`config.mk`:
```
export PLATFORM = sky130hd
export DESIGN_NAME = priority_ready_queue
export DESIGN_NICKNAME = d
export VERILOG_FILES = /design/src/hw/rtl/prq_pkg.sv /design/src/hw/rtl/priority_ready_queue.sv /design/src/hw/rtl/prq_ram.sv
export SDC_FILE = /design/constraint.sdc
export NUM_CORES = 2
export LEC_CHECK = 0
export BUFFER_PORTS_ARGS = -buffer_cell sky130_fd_sc_hd__buf_2
export CAP_MARGIN = 20
export CELL_PAD_IN_SITES_DETAIL_PLACEMENT = 2
export CELL_PAD_IN_SITES_GLOBAL_PLACEMENT = 2
export CORE_MARGIN = 2
export CORE_UTILIZATION = 46
export CTS_BUF_LIST = sky130_fd_sc_hd__clkbuf_8
export CTS_CLUSTER_DIAMETER = 50
export CTS_CLUSTER_SIZE = 14
export DETAILED_ROUTE_END_ITERATION = 7
export PLACE_DENSITY_LB_ADDON = 0.1
export SYNTH_ARGS = -nofsm -noshare
export SYNTH_HDL_FRONTEND = slang
export SYNTH_SLANG_ARGS = --single-unit
```
`constraint.sdc`:
```
create_clock -name clock -period 5 [get_ports clock]
set_clock_uncertainty 0.05 [all_clocks]
set_input_delay 1 -clock clock [delete_from_list [all_inputs] [get_ports clock]]
set_output_delay 1 -clock clock [all_outputs]
set_load 0.02 [all_outputs]
```
`src/hw/rtl/prq_pkg.sv`:
```
// ----------------------------------------------------------------------------
// prq_pkg
// shared types, codes and defaults of the priority ready queue
// ----------------------------------------------------------------------------
package prq_pkg;

   localparam int DEF_NUM_THREADS = 64;
   localparam int DEF_NUM_LEVELS  = 64;
   localparam int MASK_WORD_BITS  = 32;

   // operation codes
   localparam logic [1:0] MODE_ENQUEUE  = 2'd0;
   localparam logic [1:0] MODE_DEQUEUE  = 2'd1;
   localparam logic [1:0] MODE_REMOVE   = 2'd2;
   localparam logic [1:0] MODE_RESERVED = 2'd3;

   // status codes
   localparam logic [1:0] ST_OK        = 2'd0;
   localparam logic [1:0] ST_EMPTY     = 2'd1;
   localparam logic [1:0] ST_ABSENT    = 2'd2;
   localparam logic [1:0] ST_DUPLICATE = 2'd3;

   typedef struct packed {
      logic [1:0] mode;
      logic [5:0] thread_id;
      logic [5:0] priority_req;
   } req_type;

   typedef struct packed {
      logic [5:0] out_thread;
      logic [1:0] status;
   } rsp_type;

endpackage

```
`src/hw/rtl/priority_ready_queue.sv`:
```
// ----------------------------------------------------------------------------
// priority_ready_queue
// thread ready queue: per-level linked fifos in ram, bitmap of busy levels
// ----------------------------------------------------------------------------
//  channel   ports                   direction  transfer
//  request   start, busy, req_data   in         start high while busy low
//  response  rsp_valid, rsp_data     out        rsp_valid high for one cycle
//
//  every request gives exactly one response; busy is high from the transfer
//  until the response strobe, then low again, except where the request is
//  answered from idle; enqueue answers from its check on an empty level or a
//  duplicate, else sets the new tail and then links the old tail; dequeue
//  scans the 32-level mask words from the top and answers empty when all are
//  clear; remove answers from its check when absent, else reads the head and
//  walks the list; out of range ids and the unused mode answer from idle
//  each step waits on the registered read of the thread or level ram
//  after reset a clearing pass writes NUM_THREADS thread entries, busy high
//  the receiver cannot stall, so the response is only a strobe
// ----------------------------------------------------------------------------
module priority_ready_queue #(
   parameter int NUM_THREADS = prq_pkg::DEF_NUM_THREADS,
   parameter int NUM_LEVELS  = prq_pkg::DEF_NUM_LEVELS
) (
   input  logic             clock,
   input  logic             reset,
   input  logic             start,
   output logic             busy,
   input  prq_pkg::req_type req_data,
   output logic             rsp_valid,
   output prq_pkg::rsp_type rsp_data
);

   localparam int TW  = $clog2(NUM_THREADS);           // thread index
   localparam int NW  = TW + 1;                         // link incl end mark
   localparam int LW  = $clog2(NUM_LEVELS);             // level index
   localparam int MW  = (NUM_LEVELS + prq_pkg::MASK_WORD_BITS - 1)
                        / prq_pkg::MASK_WORD_BITS;      // mask words
   localparam int WW  = (MW > 1) ? $clog2(MW) : 1;
   localparam int MB  = MW * prq_pkg::MASK_WORD_BITS;
   localparam int TEW = NW + LW + 1;                    // thread entry
   localparam int LEW = 2 * TW;                         // level entry

   localparam logic [NW-1:0] LINK_END = NW'(NUM_THREADS);

   localparam logic [3:0] S_IDLE     = 4'd0;
   localparam logic [3:0] S_CLEAR    = 4'd1;
   localparam logic [3:0] S_ENQ_CHK  = 4'd2;
   localparam logic [3:0] S_ENQ_TAIL = 4'd3;
   localparam logic [3:0] S_ENQ_LINK = 4'd4;
   localparam logic [3:0] S_DEQ_SCAN = 4'd5;
   localparam logic [3:0] S_DEQ_HEAD = 4'd6;
   localparam logic [3:0] S_DEQ_POP  = 4'd7;
   localparam logic [3:0] S_REM_CHK  = 4'd8;
   localparam logic [3:0] S_REM_HEAD = 4'd9;
   localparam logic [3:0] S_REM_WALK = 4'd10;

   // highest set bit of one mask word
   function automatic logic [4:0] find_msb(input logic [31:0] w);
      logic [4:0] idx;
      idx = 5'd0;
      for (int b = 0; b < 32; b++) begin
         if (w[b]) begin
            idx = 5'(b);
         end
      end
      return idx;
   endfunction

   logic [3:0]        state_ff, state_in;
   logic [TW-1:0]     tid_ff, tid_in;
   logic [LW-1:0]     lvl_ff, lvl_in;
   logic [WW-1:0]     word_ff, word_in;
   logic [TW-1:0]     prev_ff, prev_in;
   logic [TW-1:0]     head_ff, head_in;
   logic [TW-1:0]     tail_ff, tail_in;
   logic [NW-1:0]     tnext_ff, tnext_in;
   logic [TW-1:0]     clr_ff, clr_in;
   logic [MB-1:0]     mask_ff, mask_in;
   logic              rsp_valid_ff, rsp_valid_in;
   prq_pkg::rsp_type  rsp_ff, rsp_in;

   // thread ram: {next link, level, queued}
   logic              t_we;
   logic [TW-1:0]     t_waddr, t_raddr;
   logic [TEW-1:0]    t_wdata, t_rdata;
   // level ram: {head, tail}
   logic              l_we;
   logic [LW-1:0]     l_waddr, l_raddr;
   logic [LEW-1:0]    l_wdata, l_rdata;

   logic [NW-1:0]     rd_next;
   logic [LW-1:0]     rd_level;
   logic              rd_queued;
   logic [TW-1:0]     rd_head, rd_tail;
   logic [31:0]       scan_word;
   logic              tid_oob;
   logic [LW-1:0]     req_level;

   assign rd_next   = t_rdata[TEW-1 -: NW];
   assign rd_level  = t_rdata[LW:1];
   assign rd_queued = t_rdata[0];
   assign rd_head   = l_rdata[LEW-1 -: TW];
   assign rd_tail   = l_rdata[TW-1:0];
   assign scan_word = mask_ff[word_ff * prq_pkg::MASK_WORD_BITS +: 32];

   // ids past the thread count are answered as absent
   assign tid_oob   = 32'(req_data.thread_id) >= NUM_THREADS;
   // priority saturates at the top level
   assign req_level = (32'(req_data.priority_req) >= NUM_LEVELS) ?
                      LW'(NUM_LEVELS - 1) : LW'(req_data.priority_req);

   prq_ram #(.WIDTH(TEW), .DEPTH(NUM_THREADS)) u_thread_ram (
      .clock (clock),
      .we    (t_we),
      .waddr (t_waddr),
      .wdata (t_wdata),
      .raddr (t_raddr),
      .rdata (t_rdata)
   );

   prq_ram #(.WIDTH(LEW), .DEPTH(NUM_LEVELS)) u_level_ram (
      .clock (clock),
      .we    (l_we),
      .waddr (l_waddr),
      .wdata (l_wdata),
      .raddr (l_raddr),
      .rdata (l_rdata)
   );

   always_comb begin
      state_in     = state_ff;
      tid_in       = tid_ff;
      lvl_in       = lvl_ff;
      word_in      = word_ff;
      prev_in      = prev_ff;
      head_in      = head_ff;
      tail_in      = tail_ff;
      tnext_in     = tnext_ff;
      clr_in       = clr_ff;
      mask_in      = mask_ff;
      rsp_valid_in = 1'b0;
      rsp_in       = rsp_ff;
      t_we         = 1'b0;
      t_waddr      = tid_ff;
      t_wdata      = '0;
      t_raddr      = tid_ff;
      l_we         = 1'b0;
      l_waddr      = lvl_ff;
      l_wdata      = '0;
      l_raddr      = lvl_ff;

      case (state_ff)
         S_CLEAR: begin
            // wipe queued flags one thread per cycle
            t_we    = 1'b1;
            t_waddr = clr_ff;
            if (clr_ff == TW'(NUM_THREADS - 1)) begin
               state_in = S_IDLE;
            end else begin
               clr_in = clr_ff + 1'b1;
            end
         end
         S_IDLE: begin
            if (start) begin
               tid_in  = TW'(req_data.thread_id);
               lvl_in  = req_level;
               t_raddr = TW'(req_data.thread_id);
               case (req_data.mode)
                  prq_pkg::MODE_ENQUEUE: begin
                     if (tid_oob) begin
                        rsp_valid_in = 1'b1;
                        rsp_in       = '{out_thread: '0, status: prq_pkg::ST_ABSENT};
                     end else begin
                        state_in = S_ENQ_CHK;
                     end
                  end
                  prq_pkg::MODE_DEQUEUE: begin
                     word_in  = WW'(MW - 1);
                     state_in = S_DEQ_SCAN;
                  end
                  prq_pkg::MODE_REMOVE: begin
                     if (tid_oob) begin
                        rsp_valid_in = 1'b1;
                        rsp_in       = '{out_thread: '0, status: prq_pkg::ST_ABSENT};
                     end else begin
                        state_in = S_REM_CHK;
                     end
                  end
                  default: begin
                     rsp_valid_in = 1'b1;
                     rsp_in       = '{out_thread: '0, status: prq_pkg::ST_OK};
                  end
               endcase
            end
         end
         S_ENQ_CHK: begin
            if (rd_queued) begin
               rsp_valid_in = 1'b1;
               rsp_in       = '{out_thread: '0, status: prq_pkg::ST_DUPLICATE};
               state_in     = S_IDLE;
            end else begin
               t_we    = 1'b1;
               t_wdata = {LINK_END, lvl_ff, 1'b1};
               if (!mask_ff[lvl_ff]) begin
                  // empty level: thread becomes head and tail
                  l_we             = 1'b1;
                  l_wdata          = {tid_ff, tid_ff};
                  mask_in[lvl_ff]  = 1'b1;
                  rsp_valid_in     = 1'b1;
                  rsp_in           = '{out_thread: '0, status: prq_pkg::ST_OK};
                  state_in         = S_IDLE;
               end else begin
                  state_in = S_ENQ_TAIL;
               end
            end
         end
         S_ENQ_TAIL: begin
            // new tail, then link the old tail to it
            tail_in  = rd_tail;
            l_we     = 1'b1;
            l_wdata  = {rd_head, tid_ff};
            t_raddr  = rd_tail;
            state_in = S_ENQ_LINK;
         end
         S_ENQ_LINK: begin
            t_we         = 1'b1;
            t_waddr      = tail_ff;
            t_wdata      = {NW'(tid_ff), rd_level, rd_queued};
            rsp_valid_in = 1'b1;
            rsp_in       = '{out_thread: '0, status: prq_pkg::ST_OK};
            state_in     = S_IDLE;
         end
         S_DEQ_SCAN: begin
            // one mask word per cycle from the top
            if (scan_word != 32'd0) begin
               lvl_in   = LW'({word_ff, find_msb(scan_word)});
               l_raddr  = LW'({word_ff, find_msb(scan_word)});
               state_in = S_DEQ_HEAD;
            end else if (word_ff == '0) begin
               rsp_valid_in = 1'b1;
               rsp_in       = '{out_thread: '0, status: prq_pkg::ST_EMPTY};
               state_in     = S_IDLE;
            end else begin
               word_in = word_ff - 1'b1;
            end
         end
         S_DEQ_HEAD: begin
            tid_in   = rd_head;
            tail_in  = rd_tail;
            t_raddr  = rd_head;
            state_in = S_DEQ_POP;
         end
         S_DEQ_POP: begin
            l_we    = 1'b1;
            l_wdata = {rd_next[TW-1:0], tail_ff};
            if (rd_next >= LINK_END) begin
               mask_in[lvl_ff] = 1'b0;
            end
            t_we         = 1'b1;
            t_wdata      = {LINK_END, rd_level, 1'b0};
            rsp_valid_in = 1'b1;
            rsp_in       = '{out_thread: 6'(tid_ff), status: prq_pkg::ST_OK};
            state_in     = S_IDLE;
         end
         S_REM_CHK: begin
            if (!rd_queued) begin
               rsp_valid_in = 1'b1;
               rsp_in       = '{out_thread: '0, status: prq_pkg::ST_ABSENT};
               state_in     = S_IDLE;
            end else begin
               // drop the thread's own entry now, keep its link for the splice
               lvl_in   = rd_level;
               tnext_in = rd_next;
               t_we     = 1'b1;
               t_wdata  = {LINK_END, rd_level, 1'b0};
               l_raddr  = rd_level;
               state_in = S_REM_HEAD;
            end
         end
         S_REM_HEAD: begin
            head_in = rd_head;
            tail_in = rd_tail;
            if (rd_head == tid_ff) begin
               l_we    = 1'b1;
               l_wdata = {tnext_ff[TW-1:0], rd_tail};
               if (tnext_ff >= LINK_END) begin
                  mask_in[lvl_ff] = 1'b0;
               end
               rsp_valid_in = 1'b1;
               rsp_in       = '{out_thread: '0, status: prq_pkg::ST_OK};
               state_in     = S_IDLE;
            end else begin
               prev_in  = rd_head;
               t_raddr  = rd_head;
               state_in = S_REM_WALK;
            end
         end
         S_REM_WALK: begin
            // follow links one entry per cycle until the thread is found or the list ends
            if (rd_next >= LINK_END) begin
               rsp_valid_in = 1'b1;
               rsp_in       = '{out_thread: '0, status: prq_pkg::ST_OK};
               state_in     = S_IDLE;
            end else if (rd_next[TW-1:0] == tid_ff) begin
               t_we    = 1'b1;
               t_waddr = prev_ff;
               t_wdata = {tnext_ff, rd_level, rd_queued};
               if (tail_ff == tid_ff) begin
                  l_we    = 1'b1;
                  l_wdata = {head_ff, prev_ff};
               end
               rsp_valid_in = 1'b1;
               rsp_in       = '{out_thread: '0, status: prq_pkg::ST_OK};
               state_in     = S_IDLE;
            end else begin
               prev_in = rd_next[TW-1:0];
               t_raddr = rd_next[TW-1:0];
            end
         end
         default: begin
            state_in = S_IDLE;
         end
      endcase
   end

   always_ff @(posedge clock) begin
      if (reset) begin
         state_ff     <= S_CLEAR;
         clr_ff       <= '0;
         mask_ff      <= '0;
         rsp_valid_ff <= 1'b0;
      end else begin
         state_ff     <= state_in;
         clr_ff       <= clr_in;
         mask_ff      <= mask_in;
         rsp_valid_ff <= rsp_valid_in;
      end
   end

   always_ff @(posedge clock) begin
      tid_ff   <= tid_in;
      lvl_ff   <= lvl_in;
      word_ff  <= word_in;
      prev_ff  <= prev_in;
      head_ff  <= head_in;
      tail_ff  <= tail_in;
      tnext_ff <= tnext_in;
      rsp_ff   <= rsp_in;
   end

   assign busy      = (state_ff != S_IDLE);
   assign rsp_valid = rsp_valid_ff;
   assign rsp_data  = rsp_ff;

endmodule

```
`src/hw/rtl/prq_ram.sv`:
```
// ----------------------------------------------------------------------------
// prq_ram
// generic single write, single read ram with registered read data
// ----------------------------------------------------------------------------
module prq_ram #(
   parameter int WIDTH = 8,
   parameter int DEPTH = 64
) (
   input  logic                     clock,
   input  logic                     we,
   input  logic [$clog2(DEPTH)-1:0] waddr,
   input  logic [WIDTH-1:0]         wdata,
   input  logic [$clog2(DEPTH)-1:0] raddr,
   output logic [WIDTH-1:0]         rdata
);

   logic [WIDTH-1:0] mem [DEPTH];
   logic [WIDTH-1:0] rdata_ff;

   always_ff @(posedge clock) begin
      if (we) begin
         mem[waddr] <= wdata;
      end
      rdata_ff <= mem[raddr];
   end

   assign rdata = rdata_ff;

endmodule
```
==> run metrics <==
status finished with violations; violated checks DRC; clock sink count 1811; clk slew on worst S/H paths 100 ps; top cell type's share of synthesized area 68.28%; hold_buf cts 0; DP Cell Count 8128; Setup TNS 0 ps; Wirelength per Cell 34.15 um; First-pass DRT Iterations 8; Unique masters post-synth 92; number of synthesized flops with an enable pin 1710; CTS Buf Count 183; min Tclk post-route 4974 ps; Max FO, Critical Path 55; layout cell share with drive strength beyond 1 12.75%; RSZ-0062 raised after global routing no; max-capacitance violation count 0; Max Clk Rate 201.0 MHz; core region area 162600 um^2; PortBufs 26; initial antenna violation count 29; sequential-to-total area share from yosys stat 70.97%; Setup Crit Path Kind reg2reg; GP Congestion 0.8879; required time of the critical path 5790 ps; clock latency on the worst-skew pair 970 ps; Die Span Y 408.3 um; first-pass GRT wire length 416500 um; Post-synth top cells edfxtp_1 (1710), nand2_1 (1396), nand3_1 (911); hold path startpoint req_data[4]; root buffer cell clkbuf_8; Reg2Reg Setup Slack 30 ps; Critical Path End Type flip-flop; I/O pins 27; clock buffer depth 3; Iteration-0 DRC Markers 6033; Power Dens Cells 326.0 nW/um^2; die footprint 166700 um^2; grt ovf 0; total leakage power 30.73 nW; Worst Tran Pin Value 1134 ps; final slew viol count 0; synthesized net count 5985; cell count of the worst reg-to-reg path 13; site row count 148; count leader, synth edfxtp_1; Cell Area, Synth 75200 um^2; H-Tree Depth 4; Initial Utilization 46.25%; FF-to-FF Start word_ff$_SDFFCE_PN1P_; hold slack final 408.6 ps; chip width 408.3 um; Setup WS pre-CTS -427.6 ps; final worst slack 25.93 ps; final hold vios 0; CP startpoint kind flip-flop; Via Count 54030; Total Routing Usage GR 34.13%; Slew headroom 24.24%; # nets final 6164; worst hold path class in2reg; CP arrival 5770 ps; P&R area growth vs syn 11.90%; Mean Syn Cell Area 12.61 um^2; register bit total from synthesis 1811; Mapped Cells 5962; vias in the first global route 57850; Routed WL 288900 um; Setup crit end u_level_ram.rdata[6]$_DFF_P_; Yosys top cell by area edfxtp_1; maximum VDD drop 289.8 uV; TritonCTS clock tree done; ys async rst share 0%; Layout Cells excl Fill 8461; DP Wirelength 177600 um; Vias/cell 6.386; Worst setup startpoint word_ff$_SDFFCE_PN1P_; fin crit share 99.48%; largest net degree at the start of global routing 105; Ys Warns 0; top cells by area, synth edfxtp_1 (68%), nand2_1 (7.0%), nand3_1 (6.1%), mux2i_1 (3.7%), dfxtp_1 (2.7%); reg-to-reg endpoint u_level_ram.rdata[6]$_DFF_P_; Routed Antenna Nets 0; Residual DRC 10; Final Setup Violations 0; Top FF cell, synth edfxtp_1; fill count 15570
## critical path, cell delays in order (launching register included)
cell       delay (ps)
edfxtp_1          420
buf_12            230
nor3b_1           410
o2bb2ai_2         170
nor4_4            480
buf_4             220
a31oi_1           110
a311oi_2          360
a31o_4            210
buf_12            300
mux2i_1           170
a211oi_1          700
o211ai_1          370
or4_1             580
## cell usage in the layout (no fill, tap or decap), drive strengths merged, types with 17 or more instances in the layout
cell type  instances
nor2             191
or3               17
mux2i            280
nor3             224
a21oi             45
inv               75
dfxtp            101
bufinv            25
nand2           1396
o211ai            30
a31oi             44
clkbuf           194
clkinv            46
nand3            911
a22oi             18
a41oi             57
o22a              19
edfxtp          1710
a211oi            24
clkinvlp          20
o21ai             44
a2111oi           39
or4               34
nand2b            77
buf              409
## power by group
group	switching, mW	internal (mW)
sequential	0.0193	16.4
combinational	0.114	0.0470
clock	5.87	5.01
total	6.01	21.4
## sequential cells by signal (all words and copies together), names as in the netlist, named ones only
signal,count
u_thread_ram.mem,896
u_level_ram.mem,768
state_ff,4
tid_ff,6
rsp_valid,1
tail_ff,6
u_thread_ram.rdata,14
clr_ff,6
l_waddr,6
u_level_ram.rdata,12
tnext_ff,7
head_ff,6
word_ff,1
rsp_data,8
prev_ff,6
## worst min path at each step
stage	end	slack, ps	cells past startpoint
global route	l_waddr[4]$_DFFE_PP_	380	3
detailed placement	flip-flop	470	2
floorplan	tail_ff[0]$_DFFE_PP_	380	0
finish	l_waddr[4]$_DFFE_PP_	410	3
CTS	l_waddr[1]$_DFFE_PP_	340	2
global placement	flip-flop	460	2
## area by class of cell
| type | count | area (um^2) | area share (%) |
|---|---|---|---|
| inverters | 34 | 127.6 | 0.1517 |
| clock buffers | 194 | 2670 | 3.173 |
| repair buffers | 409 | 3656 | 4.345 |
| diodes | 4 | 10.01 | 0.01190 |
| well taps | 2175 | 2721 | 3.234 |
| flip-flops and latches | 1811 | 53370 | 63.42 |
| multi-input cells | 3702 | 20170 | 23.97 |
| clock inverters | 132 | 1421 | 1.689 |
## per-stage QoR
step | cell area, um^2 | total power [mW] | utilization, %
after floorplan | 75200 | 16.80 | -
after CTS | 84050 | 27.54 | 51.70
after detailed placement | 79910 | 16.88 | 49.15
after global routing | 84150 | 28.02 | 51.76
after global placement | 79900 | 16.87 | 49.14
final | 84150 | 27.43 | 51.76
## kinds of logic after synthesis
family                     Yosys count  share of synthesized area, %
and+or+nand+nor                   2943                         17.62
DFF                               1811                         70.97
buffers and inverters              449                         2.557
AOI/OAI and AO/OA                  436                         4.457
muxes                              296                         4.056
xor gates and xnor gates            21                        0.2446
adders and majority gates            6                       0.09982
## routing by layer
metal / wire length, um / GRT usage (%)
met4: 11730 / 12.99
met2: 141300 / 57.20
met1: 115700 / 44.58
met3: 20170 / 5.625
met5: 57 / 0
## repair_timing
action / CTS / global route
pin swaps: 1 / 3
buffers inserted: 2 / 1
gates resized for setup: 16 / 22
setup endpoints to repair: 10 / 12
Note: power is estimated with default switching activity, not from simulation.
